===== src/hw/rtl/ats_pkg.sv =====
`timescale 1ns / 1ps

package ats_pkg;

  localparam longint MAX_TEXT = 64'd65536;
  localparam logic [15:0] POS_CAP = 16'((MAX_TEXT - 1 < 65535) ? MAX_TEXT - 1 : 65535);

  localparam int QUEUE_DEPTH = 4;
  localparam int NKW = 16;

  localparam logic [4:0] K_INVALID = 5'd0;
  localparam logic [4:0] K_EOF     = 5'd1;
  localparam logic [4:0] K_COLON   = 5'd2;
  localparam logic [4:0] K_KW0     = 5'd3;
  localparam logic [4:0] K_KWLAST  = 5'd18;
  localparam logic [4:0] K_ID      = 5'd19;
  localparam logic [4:0] K_NUM     = 5'd20;

  localparam logic [7:0] KW_CH0 [NKW] = '{
    "j", "l", "n", "a", "s", "m", "d", "g", "l", "s", "g", "m", "j", "j", "i", "d"
  };
  localparam logic [7:0] KW_CH1 [NKW] = '{
    "m", "o", "o", "d", "u", "u", "i", "t", "t", "e", "e", "o", "e", "n", "n", "b"
  };
  localparam logic [7:0] KW_CH2 [NKW] = '{
    "p", "a", "p", "d", "b", "l", "v", 8'h00, 8'h00, "t", "t", "v", "q", "e", "t", 8'h00
  };
  localparam logic [7:0] KW_CH3 [NKW] = '{
    8'h00, "d", 8'h00, 8'h00, 8'h00, 8'h00, 8'h00, 8'h00,
    8'h00, 8'h00, 8'h00, 8'h00, 8'h00, 8'h00, 8'h00, 8'h00
  };
  localparam logic [2:0] KW_LEN [NKW] = '{
    3'd3, 3'd4, 3'd3, 3'd3, 3'd3, 3'd3, 3'd3, 3'd2,
    3'd2, 3'd3, 3'd3, 3'd3, 3'd3, 3'd3, 3'd3, 3'd2
  };

  typedef struct packed {
    logic [4:0]  kind;
    logic [15:0] start;
    logic [15:0] length;
  } ats_tok_t;

  typedef struct packed {
    logic     two;
    ats_tok_t tok0;
    ats_tok_t tok1;
  } ats_pair_t;

  function automatic logic [7:0] kw_char(input logic [3:0] idx, input logic [1:0] depth);
    logic [7:0] ch;
    case (depth)
      2'd1:    ch = KW_CH1[idx];
      2'd2:    ch = KW_CH2[idx];
      2'd3:    ch = KW_CH3[idx];
      default: ch = KW_CH0[idx];
    endcase
    return ch;
  endfunction

endpackage


===== src/hw/rtl/assembly_token_scanner_unit.sv =====
`timescale 1ns / 1ps
// A character's first token is written into the pair queue at the edge that accepts it,
// and is then loaded from the queue head into the output register.
// Throughput: one character per cycle unless the queue is full; a character that closes a
// token and opens another yields two tokens; the scanner-to-output pair queue absorbs them.
// Reset (synchronous, active low) returns the scanner to a token start at offset zero
// and empties the queue and the output register.

module assembly_token_scanner_unit #(
  parameter int Q_DEPTH = ats_pkg::QUEUE_DEPTH
) (
  input  logic        clk,
  input  logic        rst_n,
  input  logic        in_valid,
  output logic        in_stall,
  input  logic [7:0]  in_ch,
  output logic        out_valid,
  input  logic        out_stall,
  output logic [4:0]  out_token_kind,
  output logic [15:0] out_token_start,
  output logic [15:0] out_token_length,
  output logic        out_last_of_run
);
  import ats_pkg::*;

  logic push, pop, q_valid, q_full;
  ats_pair_t push_pair, head_pair;

  ats_front u_front (
    .clk      (clk),
    .rst_n    (rst_n),
    .in_valid (in_valid),
    .in_ch    (in_ch),
    .q_full   (q_full),
    .in_stall (in_stall),
    .push     (push),
    .pair     (push_pair)
  );

  ats_queue #(.DEPTH(Q_DEPTH)) u_queue (
    .clk     (clk),
    .rst_n   (rst_n),
    .push    (push),
    .din     (push_pair),
    .pop     (pop),
    .dout    (head_pair),
    .q_valid (q_valid),
    .full    (q_full)
  );

  ats_back u_back (
    .clk              (clk),
    .rst_n            (rst_n),
    .q_valid          (q_valid),
    .q_data           (head_pair),
    .pop              (pop),
    .out_valid        (out_valid),
    .out_stall        (out_stall),
    .out_token_kind   (out_token_kind),
    .out_token_start  (out_token_start),
    .out_token_length (out_token_length),
    .out_last_of_run  (out_last_of_run)
  );

endmodule


===== src/hw/rtl/ats_front.sv =====
`timescale 1ns / 1ps

module ats_front (
  input  logic              clk,
  input  logic              rst_n,
  input  logic              in_valid,
  input  logic [7:0]        in_ch,
  input  logic              q_full,
  output logic              in_stall,
  output logic              push,
  output ats_pkg::ats_pair_t pair
);
  import ats_pkg::*;

  typedef enum logic [5:0] {
    S_START  = 6'b000001,
    S_KEY    = 6'b000010,
    S_IDENT  = 6'b000100,
    S_MINUS  = 6'b001000,
    S_NUMBER = 6'b010000,
    S_HOLD   = 6'b100000
  } scan_state_t;

  scan_state_t state_r, state_nxt;
  logic [15:0] pos_r, pos_nxt;
  logic [15:0] begin_r, begin_nxt;
  logic [NKW-1:0] mask_r, mask_nxt;
  logic [1:0] depth_r, depth_nxt;

  logic accept;
  logic is_zero, is_space, is_letter, is_digit, is_idchar, is_colon, is_minus;
  logic [NKW-1:0] m0, mk;
  logic done;
  logic [3:0] done_idx;

  logic ts_emit, ts_end, ts_set_begin;
  ats_tok_t ts_tok;
  scan_state_t ts_state;

  logic emit_a, emit_b, use_ts, text_end;
  ats_tok_t tok_a, tok_b;

  assign in_stall = q_full;
  assign accept = in_valid && !q_full;

  assign is_zero   = (in_ch == 8'h00);
  assign is_space  = in_ch inside {8'h20, [8'h09:8'h0D]};
  assign is_letter = in_ch inside {["a":"z"], ["A":"Z"]};
  assign is_digit  = in_ch inside {["0":"9"]};
  assign is_idchar = is_letter || is_digit || (in_ch == "_");
  assign is_colon  = (in_ch == ":");
  assign is_minus  = (in_ch == "-");

  always_comb begin
    done = 1'b0;
    done_idx = '0;
    for (int i = 0; i < NKW; i++) begin
      m0[i] = (KW_CH0[i] == in_ch);
      mk[i] = mask_r[i] && (KW_LEN[i] > 3'(depth_r)) && (kw_char(4'(i), depth_r) == in_ch);
    end
    for (int i = NKW - 1; i >= 0; i--) begin
      if (mk[i] && (KW_LEN[i] == 3'(depth_r) + 3'd1)) begin
        done = 1'b1;
        done_idx = 4'(i);
      end
    end
  end

  always_comb begin
    ts_emit = 1'b0;
    ts_end = 1'b0;
    ts_set_begin = 1'b0;
    ts_state = S_START;
    ts_tok = '{kind: K_INVALID, start: pos_r, length: 16'd0};
    if (is_zero) begin
      ts_emit = 1'b1;
      ts_end = 1'b1;
      ts_tok.kind = K_EOF;
    end else if (is_space) begin
      ts_state = S_START;
    end else if (is_colon) begin
      ts_emit = 1'b1;
      ts_set_begin = 1'b1;
      ts_tok.kind = K_COLON;
      ts_tok.length = 16'd1;
    end else if (is_letter) begin
      ts_set_begin = 1'b1;
      ts_state = (|m0) ? S_KEY : S_IDENT;
    end else if (is_digit) begin
      ts_set_begin = 1'b1;
      ts_state = S_NUMBER;
    end else if (is_minus) begin
      ts_set_begin = 1'b1;
      ts_state = S_MINUS;
    end else begin
      ts_emit = 1'b1;
      ts_set_begin = 1'b1;
      ts_state = S_HOLD;
    end
  end

  always_comb begin
    state_nxt = S_START;
    mask_nxt = mask_r;
    depth_nxt = depth_r;
    begin_nxt = begin_r;
    emit_a = 1'b0;
    emit_b = 1'b0;
    use_ts = 1'b0;
    text_end = 1'b0;
    tok_a = '{kind: K_INVALID, start: begin_r, length: 16'd0};
    tok_b = '{kind: K_EOF, start: pos_r, length: 16'd0};
    case (state_r)
      S_HOLD: begin
        state_nxt = S_HOLD;
        if (is_zero) begin
          emit_a = 1'b1;
          tok_a = '{kind: K_EOF, start: pos_r, length: 16'd0};
          text_end = 1'b1;
          state_nxt = S_START;
        end
      end
      S_KEY: begin
        if (|mk) begin
          if (done) begin
            emit_a = 1'b1;
            tok_a = '{kind: K_KW0 + 5'(done_idx), start: begin_r,
                      length: 16'(KW_LEN[done_idx])};
          end else begin
            mask_nxt = mk;
            depth_nxt = depth_r + 2'd1;
            state_nxt = S_KEY;
          end
        end else if (is_idchar) begin
          state_nxt = S_IDENT;
        end else begin
          emit_a = 1'b1;
          tok_a = '{kind: K_ID, start: begin_r, length: pos_r - begin_r};
          use_ts = 1'b1;
        end
      end
      S_IDENT: begin
        if (is_idchar) begin
          state_nxt = S_IDENT;
        end else begin
          emit_a = 1'b1;
          tok_a = '{kind: K_ID, start: begin_r, length: pos_r - begin_r};
          use_ts = 1'b1;
        end
      end
      S_NUMBER: begin
        if (is_digit) begin
          state_nxt = S_NUMBER;
        end else begin
          emit_a = 1'b1;
          tok_a = '{kind: K_NUM, start: begin_r, length: pos_r - begin_r};
          use_ts = 1'b1;
        end
      end
      S_MINUS: begin
        if (is_digit) begin
          state_nxt = S_NUMBER;
        end else begin
          emit_a = 1'b1;
          if (is_zero) begin
            emit_b = 1'b1;
            text_end = 1'b1;
          end else begin
            state_nxt = S_HOLD;
          end
        end
      end
      default: begin
        use_ts = 1'b1;
      end
    endcase

    if (use_ts) begin
      state_nxt = ts_state;
      text_end = ts_end;
      if (ts_set_begin) begin
        begin_nxt = pos_r;
      end
      if (ts_state == S_KEY || ts_state == S_IDENT) begin
        mask_nxt = m0;
        depth_nxt = 2'd1;
      end
      if (emit_a) begin
        emit_b = ts_emit;
        tok_b = ts_tok;
      end else begin
        emit_a = ts_emit;
        tok_a = ts_tok;
      end
    end

    if (text_end) begin
      begin_nxt = 16'd0;
      pos_nxt = 16'd0;
    end else if (pos_r == POS_CAP) begin
      pos_nxt = pos_r;
    end else begin
      pos_nxt = pos_r + 16'd1;
    end
  end

  assign push = accept && emit_a;
  assign pair = '{two: emit_b, tok0: tok_a, tok1: tok_b};

  always_ff @(posedge clk) begin
    if (!rst_n) begin
      state_r <= S_START;
      pos_r <= 16'd0;
      begin_r <= 16'd0;
    end else if (accept) begin
      state_r <= state_nxt;
      pos_r <= pos_nxt;
      begin_r <= begin_nxt;
    end
  end

  always_ff @(posedge clk) begin
    if (accept) begin
      mask_r <= mask_nxt;
      depth_r <= depth_nxt;
    end
  end

endmodule


===== src/hw/rtl/ats_queue.sv =====
`timescale 1ns / 1ps

module ats_queue #(
  parameter int DEPTH = ats_pkg::QUEUE_DEPTH
) (
  input  logic               clk,
  input  logic               rst_n,
  input  logic               push,
  input  ats_pkg::ats_pair_t din,
  input  logic               pop,
  output ats_pkg::ats_pair_t dout,
  output logic               q_valid,
  output logic               full
);
  import ats_pkg::*;

  localparam int PW = (DEPTH > 1) ? $clog2(DEPTH) : 1;
  localparam int CW = $clog2(DEPTH + 1);
  localparam logic [PW-1:0] LAST = PW'(DEPTH - 1);

  ats_pair_t entries_r [DEPTH];
  logic [PW-1:0] head_r, tail_r;
  logic [CW-1:0] count_r;
  logic do_pop;

  assign q_valid = (count_r != '0);
  assign full = (count_r == CW'(DEPTH));
  assign do_pop = pop && q_valid;
  assign dout = entries_r[head_r];

  always_ff @(posedge clk) begin
    if (push) begin
      entries_r[tail_r] <= din;
    end
  end

  always_ff @(posedge clk) begin
    if (!rst_n) begin
      head_r <= '0;
      tail_r <= '0;
      count_r <= '0;
    end else begin
      if (push) begin
        tail_r <= (tail_r == LAST) ? '0 : tail_r + PW'(1);
      end
      if (do_pop) begin
        head_r <= (head_r == LAST) ? '0 : head_r + PW'(1);
      end
      if (push && !do_pop) begin
        count_r <= count_r + CW'(1);
      end else if (do_pop && !push) begin
        count_r <= count_r - CW'(1);
      end
    end
  end

endmodule


===== src/hw/rtl/ats_back.sv =====
`timescale 1ns / 1ps

module ats_back (
  input  logic               clk,
  input  logic               rst_n,
  input  logic               q_valid,
  input  ats_pkg::ats_pair_t q_data,
  output logic               pop,
  output logic               out_valid,
  input  logic               out_stall,
  output logic [4:0]         out_token_kind,
  output logic [15:0]        out_token_start,
  output logic [15:0]        out_token_length,
  output logic               out_last_of_run
);
  import ats_pkg::*;

  logic out_valid_r, sec_r, last_r;
  ats_tok_t tok_r, second_r;
  logic take, free;

  assign take = out_valid_r && !out_stall;
  assign free = !out_valid_r || (take && !sec_r);
  assign pop = free && q_valid;

  always_ff @(posedge clk) begin
    if (!rst_n) begin
      out_valid_r <= 1'b0;
      sec_r <= 1'b0;
    end else if (take && sec_r) begin
      sec_r <= 1'b0;
    end else if (pop) begin
      out_valid_r <= 1'b1;
      sec_r <= q_data.two;
    end else if (take) begin
      out_valid_r <= 1'b0;
    end
  end

  always_ff @(posedge clk) begin
    if (take && sec_r) begin
      tok_r <= second_r;
      last_r <= 1'b1;
    end else if (pop) begin
      tok_r <= q_data.tok0;
      last_r <= !q_data.two;
      second_r <= q_data.tok1;
    end
  end

  assign out_valid = out_valid_r;
  assign out_token_kind = tok_r.kind;
  assign out_token_start = tok_r.start;
  assign out_token_length = tok_r.length;
  assign out_last_of_run = last_r;

endmodule


===== config.mk =====
export PLATFORM = sky130hd
export DESIGN_NAME = assembly_token_scanner_unit
export DESIGN_NICKNAME = d
export VERILOG_FILES = /design/src/hw/rtl/ats_pkg.sv /design/src/hw/rtl/assembly_token_scanner_unit.sv /design/src/hw/rtl/ats_front.sv /design/src/hw/rtl/ats_queue.sv /design/src/hw/rtl/ats_back.sv
export SDC_FILE = /design/constraint.sdc
export NUM_CORES = 1
export LEC_CHECK = 0
export BUFFER_PORTS_ARGS = -buffer_cell sky130_fd_sc_hd__buf_2
export CORE_MARGIN = 2
export CORE_UTILIZATION = 56
export DETAILED_ROUTE_END_ITERATION = 8
export PLACE_DENSITY = 0.76
export SYNTH_ARGS = -nofsm -noshare
export SYNTH_HDL_FRONTEND = slang
export SYNTH_SLANG_ARGS = --single-unit

===== constraint.sdc =====
create_clock -name clk -period 5.5 [get_ports clk]
set_clock_uncertainty 0.15 [all_clocks]
set_input_delay 0.55 -clock clk [delete_from_list [all_inputs] [get_ports clk]]
set_output_delay 0.55 -clock clk [all_outputs]
set_load 0.05 [all_outputs]

Word level (Yosys, flattened, before mapping)
Memories as Yosys holds them, arrays and structs flattened. A register that Yosys moved wholly into a read port is not among the register bits.
Cells that the tools add are included.
Operators by class
  add/sub/neg operators: 9
  magnitude comparators: 11
  equal/unequal tests: 47
  muxes and demuxes: 132
  bitwise operators: 3
  reduce and logical (&&, ||, !) cells: 91
Operators with widths (number)
  2-to-1 mux 37 bit: 10
  case mux 7 bit (3 select lines): 11
  2-to-1 mux 16 bit: 12
  case mux 37 bit (4 select lines): 1
  == test 7 x 8 -> 1 bit: 16
  == test 7 x 8 -> 1 bit (first input constant): 9
  2-to-1 mux 4 bit: 16
  logical AND 1 bit: 60
  2-to-1 mux 6 bit: 10
  case mux 7 bit (2 select lines): 4
  2-to-1 mux 1 bit: 42
  2-to-1 mux 33 bit: 1
  case mux 6 bit (5 select lines): 1
  == test 8 x 6 -> 1 bit (second input constant): 3
  2-to-1 mux 2 bit: 11
  2-to-1 mux 3 bit: 6
  adder 16 x 1 -> 16 bit (second input constant): 1
  == test 16 bit (second input constant): 1
  greater-or-equal comparator 8 x 7 -> 1 bit (second input constant): 2
  less-or-equal comparator 8 x 7 -> 1 bit (second input constant): 2
  OR reduction 16 bit: 1
  subtractor 16 bit: 1
  2-to-1 mux 5 bit: 3
  nonzero test 2 bit: 7
  36 further kinds: 62
Word-level totals
  bits in registers: 140
  RAM bits: 300
  bits in read-only memories: 48
  input bits: 12
  output and inout port bits: 40
  logic and storage cells: 312
  memories kept: 2
Memories
  u_queue.entries_r: words 4, bits a word 75, read ports 1, clocked after memory_dff 1, wr ports 1, RTL line ats_queue.sv:21  | ats_pair_t entries_r [DEPTH];
  (no name shown): words 16, bits a word 3, read ports 1, clocked after memory_dff 0, wr ports 0, RTL line ats_front.sv:128  | length: 16'(KW_LEN[done_idx])};

Longest topological paths before layout
  word-level depth: 32
  mapped depth: 20
  mapped depth without buffers: 17

Modules after synthesis
Synthesis repeated with hierarchy kept, for this count alone.
Unflattened totals
  cells, all modules: 1285
  area, all modules: 19718.9 sq um
By module, submodules not included
  ats_queue: times used 1, cells each 438, area an instance 11279.6 sq um, sequential area each 9188.8 sq um
  ats_front: times used 1, cells each 714, area an instance 5542.8 sq um, sequential area each 1301.2 sq um
  ats_back: times used 1, cells each 133, area an instance 2896.5 sq um, sequential area each 2282.2 sq um

Worst setup path after synthesis
Ideal clock, no wire load.
  path type: reg2reg
  start point: reg u_front.depth_r[1]
  end point: mem u_queue.entries_r[3][16] (netlist bit) (enable)
  setup time: 420 ps
  data arrival time: 4960 ps
  required time: 4930 ps
  slack: -30 ps
  cell stages (with the launch flop): 15
  buffers on the path: 2
  period minus slack after synthesis: 5530 ps
  cells stage by stage: edfxtp_1 > buf_2 > inv_1 > ha_1 > xnor2_1 > and4bb_1 > and3_1 > or4_1 > or4_4 > buf_6 > o31ai_4 > a221oi_2 > o31a_2 > inv_1 > and2_1
Between the ends
  longest elaborated chain between the ends: 30
  elaborated cells between the ends (all ways): 117
  classes of those cells: add/sub (1); order compare (2); eq/ne (22); mux (41); reduce/logical (51)
Ends and longest elaborated chain
  start, declared: RTL line ats_front.sv:28  | logic [1:0] depth_r, depth_nxt;
  start signal, assigned: RTL line ats_front.sv:225  | depth_r <= depth_nxt;
  == test 2 bit: RTL line ats_pkg.sv:51  | case (depth)
  OR reduction 2 bit (no line)
  case mux 7 bit (2 select lines): RTL line ats_pkg.sv:51
  == test 7 x 8 -> 1 bit: RTL line ats_front.sv:59  | mk[i] = mask_r[i] && (KW_LEN[i] > 3'(depth_r)) && (kw_char(4'(i), depth_r) == in_ch);
  logical AND 1 bit: RTL line ats_front.sv:59
  logical AND 1 bit: RTL line ats_front.sv:62  | if (mk[i] && (KW_LEN[i] == 3'(depth_r) + 3'd1)) begin
  2-to-1 mux 1 bit (16 in series): RTL line ats_front.sv:62
  2-to-1 mux 1 bit: RTL line ats_front.sv:125  | if (done) begin
  2-to-1 mux 1 bit: RTL line ats_front.sv:124  | if (|mk) begin
  case mux 1 bit (4 select lines): RTL line ats_front.sv:113  | case (state_r)
  2-to-1 mux 1 bit: RTL line ats_front.sv:188  | if (emit_a) begin
  2-to-1 mux 1 bit *: RTL line ats_front.sv:178  | if (use_ts) begin
  logical AND 1 bit *: RTL line ats_front.sv:207  | assign push = accept && emit_a;
  via push: RTL line assembly_token_scanner_unit.sv:26  | logic push, pop, q_valid, q_full;
  2-to-1 mux 1 bit *: RTL line ats_queue.sv:32  | if (push) begin
  2-to-1 mux 1 bit (not written as such) *: RTL line ats_queue.sv:33  | entries_r[tail_r] <= din;
  end, declared: RTL line ats_queue.sv:21
Mark *: on every way through the listed nets, which the timed path passes. The rest lies on a longest branch.

Worst setup path in the final report
  start point: reg u_front.depth_r[0]
  end point: reg u_queue.count_r[2]
Between the ends
  longest elaborated chain between the ends: 31
  elaborated cells between the ends (all ways): 120
  classes of those cells: add/sub (1); order compare (2); eq/ne (22); mux (40); reduce/logical (55)
Ends and longest elaborated chain
  == test 2 bit: RTL line ats_pkg.sv:51
  OR reduction 2 bit (no line)
  case mux 7 bit (2 select lines): RTL line ats_pkg.sv:51
  == test 7 x 8 -> 1 bit: RTL line ats_front.sv:59
  logical AND 1 bit: RTL line ats_front.sv:59
  logical AND 1 bit: RTL line ats_front.sv:62
  2-to-1 mux 1 bit (16 in series): RTL line ats_front.sv:62
  2-to-1 mux 1 bit: RTL line ats_front.sv:125
  2-to-1 mux 1 bit: RTL line ats_front.sv:124
  case mux 1 bit (4 select lines): RTL line ats_front.sv:113
  2-to-1 mux 1 bit: RTL line ats_front.sv:188
  2-to-1 mux 1 bit *: RTL line ats_front.sv:178
  logical AND 1 bit *: RTL line ats_front.sv:207
  via push: RTL line assembly_token_scanner_unit.sv:26
  zero test 1 bit: RTL line ats_queue.sv:51  | end else if (do_pop && !push) begin
  logical AND 1 bit: RTL line ats_queue.sv:51
  nonzero test 2 bit (no line)
  end signal, assigned: RTL line ats_queue.sv:50  | count_r <= count_r + CW'(1);
  end signal, assigned: RTL line ats_queue.sv:52  | count_r <= count_r - CW'(1);
  end, declared: RTL line ats_queue.sv:23  | logic [CW-1:0] count_r;
Marks and branches as above.
A chain may end at the register's enable or synchronous reset.

==> impl_metrics.env <==
export IMPL_core_area_um2=28000
export IMPL_ys_ff_latch=347
export IMPL_drt_drc_violations_left=0
export IMPL_cp_max_fo=12
export IMPL_cts_root_buf="clkbuf_16"
export IMPL_die_w_um=173
export IMPL_crit_type="flop to flop"
export IMPL_layout_drive_gt1_share=0.189
export IMPL_h_tree_depth=2
export IMPL_max_freq_mhz=191
export IMPL_clockBufferDepth=3
export IMPL_ir_drop_v=0.000201
export IMPL_period_minus_slack_ns=5.23
export IMPL_tns_ns=0
export IMPL_postCtsSetupRepairBufs=0
export IMPL_p_per_area_nw_per_um2=465
export IMPL_finalCritPeriodShare=0.950
export IMPL_grt_overflow_total=0
export IMPL_first_pass_iters=6
export IMPL_p_leak_uw=0.00632
export IMPL_layout_common_cells="edfxtp_1 (297), nand2_1 (110), nor2_1 (60)"
export IMPL_slowest_delay_ns=0.60
export IMPL_critPathRequiredTime_ns=5.79
export IMPL_nNetsFinal=1280
export IMPL_dpl_hpwl_um=24200
export IMPL_setup_violations=0
export IMPL_seq_area_frac_synth=0.619
export IMPL_crit_slowest_cell="or4_4"
export IMPL_ys_types=78
export IMPL_hold_viol=0
export IMPL_routedWlPerCell_um=22.7
export IMPL_final_common_cell="edfxtp_1"
export IMPL_rows=61
export IMPL_first_iter_violations=1011
export IMPL_yosysWarnings=0
export IMPL_place_gp_congestion=0.936
export IMPL_drv_slew=0
export IMPL_critPathCaptureType="flop"
export IMPL_cts_buffers=37
export IMPL_grt_antenna_before_repair=0
export IMPL_tightest_slew_ns=1.04
export IMPL_synth_edf_count=297
export IMPL_dp_cells=1572
export IMPL_total_power_uw=8320
export IMPL_worstHoldPathType="input pin to flop"
export IMPL_finalWirelength_um=37300
export IMPL_port_buffers=51
export IMPL_n_antenna_cell=0
export IMPL_grt_pass1_wl_um=58600
export IMPL_path_clk_slew_ns=0.06
export IMPL_design_die_area_um2=30000
export IMPL_fin_util=0.639
export IMPL_cts_hold_buf=0
export IMPL_netlist_area_um2=16000
export IMPL_rsz0062_at_grt="no"
export IMPL_syn_area_per_cell_um2=13.7
export IMPL_cp_start_kind="flop"
export IMPL_fillers=2072
export IMPL_stdcell_count=1639
export IMPL_cts_tree="done"
export IMPL_vias_per_cell=6.23
export IMPL_crit_chain="inv_1 -> ha_2 -> xnor2_1 -> and4bb_1 -> and3_1 -> or4_1 -> or4_4 -> o31ai_4 -> a221oi_2 -> o31a_2 -> inv_1 -> ha_1 -> inv_1 -> fa_1 -> xor2_1 -> or3_1 -> a21oi_1"
export IMPL_async_flop_share=0
export IMPL_grt_pass1_vias=10267
export IMPL_vias=10212
export IMPL_grtUsageTotal=0.252
export IMPL_ys_flop_type="edfxtp_1"
export IMPL_outcome="completed"
export IMPL_syn_inst=1171
export IMPL_clkLatencyLatePin_ns=0.52
export IMPL_drv_cap=0
export IMPL_crit_top_cell="inv_1"
export IMPL_relSlewSlack=0.307
export IMPL_syn_to_final_growth_pct=11.6
export IMPL_start_util=0.573
export IMPL_holdWs_ns=0.208
export IMPL_syn_nets=1218
export IMPL_grt_max_degree=40
export IMPL_cts_sinks=347
export IMPL_ant_nets=0
export IMPL_boundaryPins=52
export IMPL_die_y_um=173
export IMPL_cp_data_arrival_time_ns=5.52
==> worst max-delay path: cells and delay by family (launching register included) <==
kind,cells,cell delay [ns]
and+or+nand+nor,5,1.88
DFF,1,0.47
AOI/OAI and AO/OA,4,1.03
xor gates and xnor gates,2,0.37
buffers and inverters,3,0.36
adders and majority gates,3,0.91
==> worst paths after layout <==
kind,start,end,slack [ns],depth (start not counted)
setup / recovery,u_front.depth_r[0],u_queue.count_r[2],0.27,17
hold / removal,rst_n,u_front.state_r[0],0.21,2
setup reg to reg,u_front.depth_r[0],u_queue.count_r[2],0.27,17
hold reg to reg,u_back.out_last_of_run,u_back.out_last_of_run,0.31,1
==> layer usage <==
metal | share of wire | global-route usage | vias up
li1 | - | - | 4608
met1 | 0.42 | 0.340 | 5146
met2 | 0.50 | 0.430 | 378
met3 | 0.049 | 0.0300 | 80
met4 | 0.029 | 0.0802 | 0
met5 | 0 | 0 | -
==> cell families after synthesis <==
kind of cell	count (synthesis)	share of synthesized area
AOI/OAI and AO/OA	171	0.0750
xor gates and xnor gates	46	0.0261
adders and majority gates	35	0.0282
buffers and inverters	93	0.0255
DFF	347	0.619
muxes	86	0.0988
and+or+nand+nor	393	0.128
==> synth_stat cells, types with 8 or more instances <==
cell	instances	area (um^2)
a211oi_1	8	60.1
a21oi_1	34	170
a22o_1	20	175
a22oi_1	11	82.6
and2_1	31	194
and3_1	14	87.6
buf_2	12	60.1
clkbuf_1	31	116
dfxtp_1	50	1000
edfxtp_1	297	8920
ha_1	33	413
inv_1	36	135
mux2_2	18	203
mux2i_1	12	120
mux4_2	56	1260
nand2_1	111	417
nand2b_1	14	87.6
nand3_1	29	145
nand3b_1	9	67.6
nand4_1	16	100
nor2_1	60	225
nor2b_1	10	62.6
nor3_1	27	135
nor4_1	14	87.6
o21a_1	9	67.6
o21ai_0	31	155
or3_1	15	93.8
or4_1	9	67.6
xnor2_1	25	219
xor2_1	19	166
==> repair_timing <==
item	4_1_cts	5_1_grt
setup endpoints to repair	0	1
resized for setup	0	1
hold endpoints to repair	0	0
==> sequential cells by signal, summed over array words and instances, names as in the netlist, 6 cells and up, named ones only <==
signal / flops
u_back.second_r: 18
u_back.out_token_length: 16
u_queue.entries_r: 224
u_front.begin_r: 16
u_back.out_token_start: 16
u_front.pos_r: 16
u_front.mask_r: 16
u_front.state_r: 6
==> through the flow <==
step	setup slack, ns	cell area (um^2)
2_1_floorplan	0.502	16000
3_3_place_gp	0.420	16700
3_5_place_dp	0.311	16700
4_1_cts	0.287	17900
5_1_grt	0.0418	17900
6_report	0.272	17900
==> power breakdown <==
group	switching, uW	total [uW]	internal [uW]
logic	1460	2250	790
registers	242	3680	3440
clock network	998	2380	1390
total	2700	8320	5620
==> layout make-up <==
class                      instances  area [um^2]  share of cell area
timing repair buffer              79          465              0.0260
multi-input combinational        731         5720               0.320
sequential                       347         9920               0.555
inverter                          37          139             0.00776
clock inverter                    19          169             0.00944
tap                              378          473              0.0264
clock buffer                      48          998              0.0558
(Power assumes the default switching activity.)
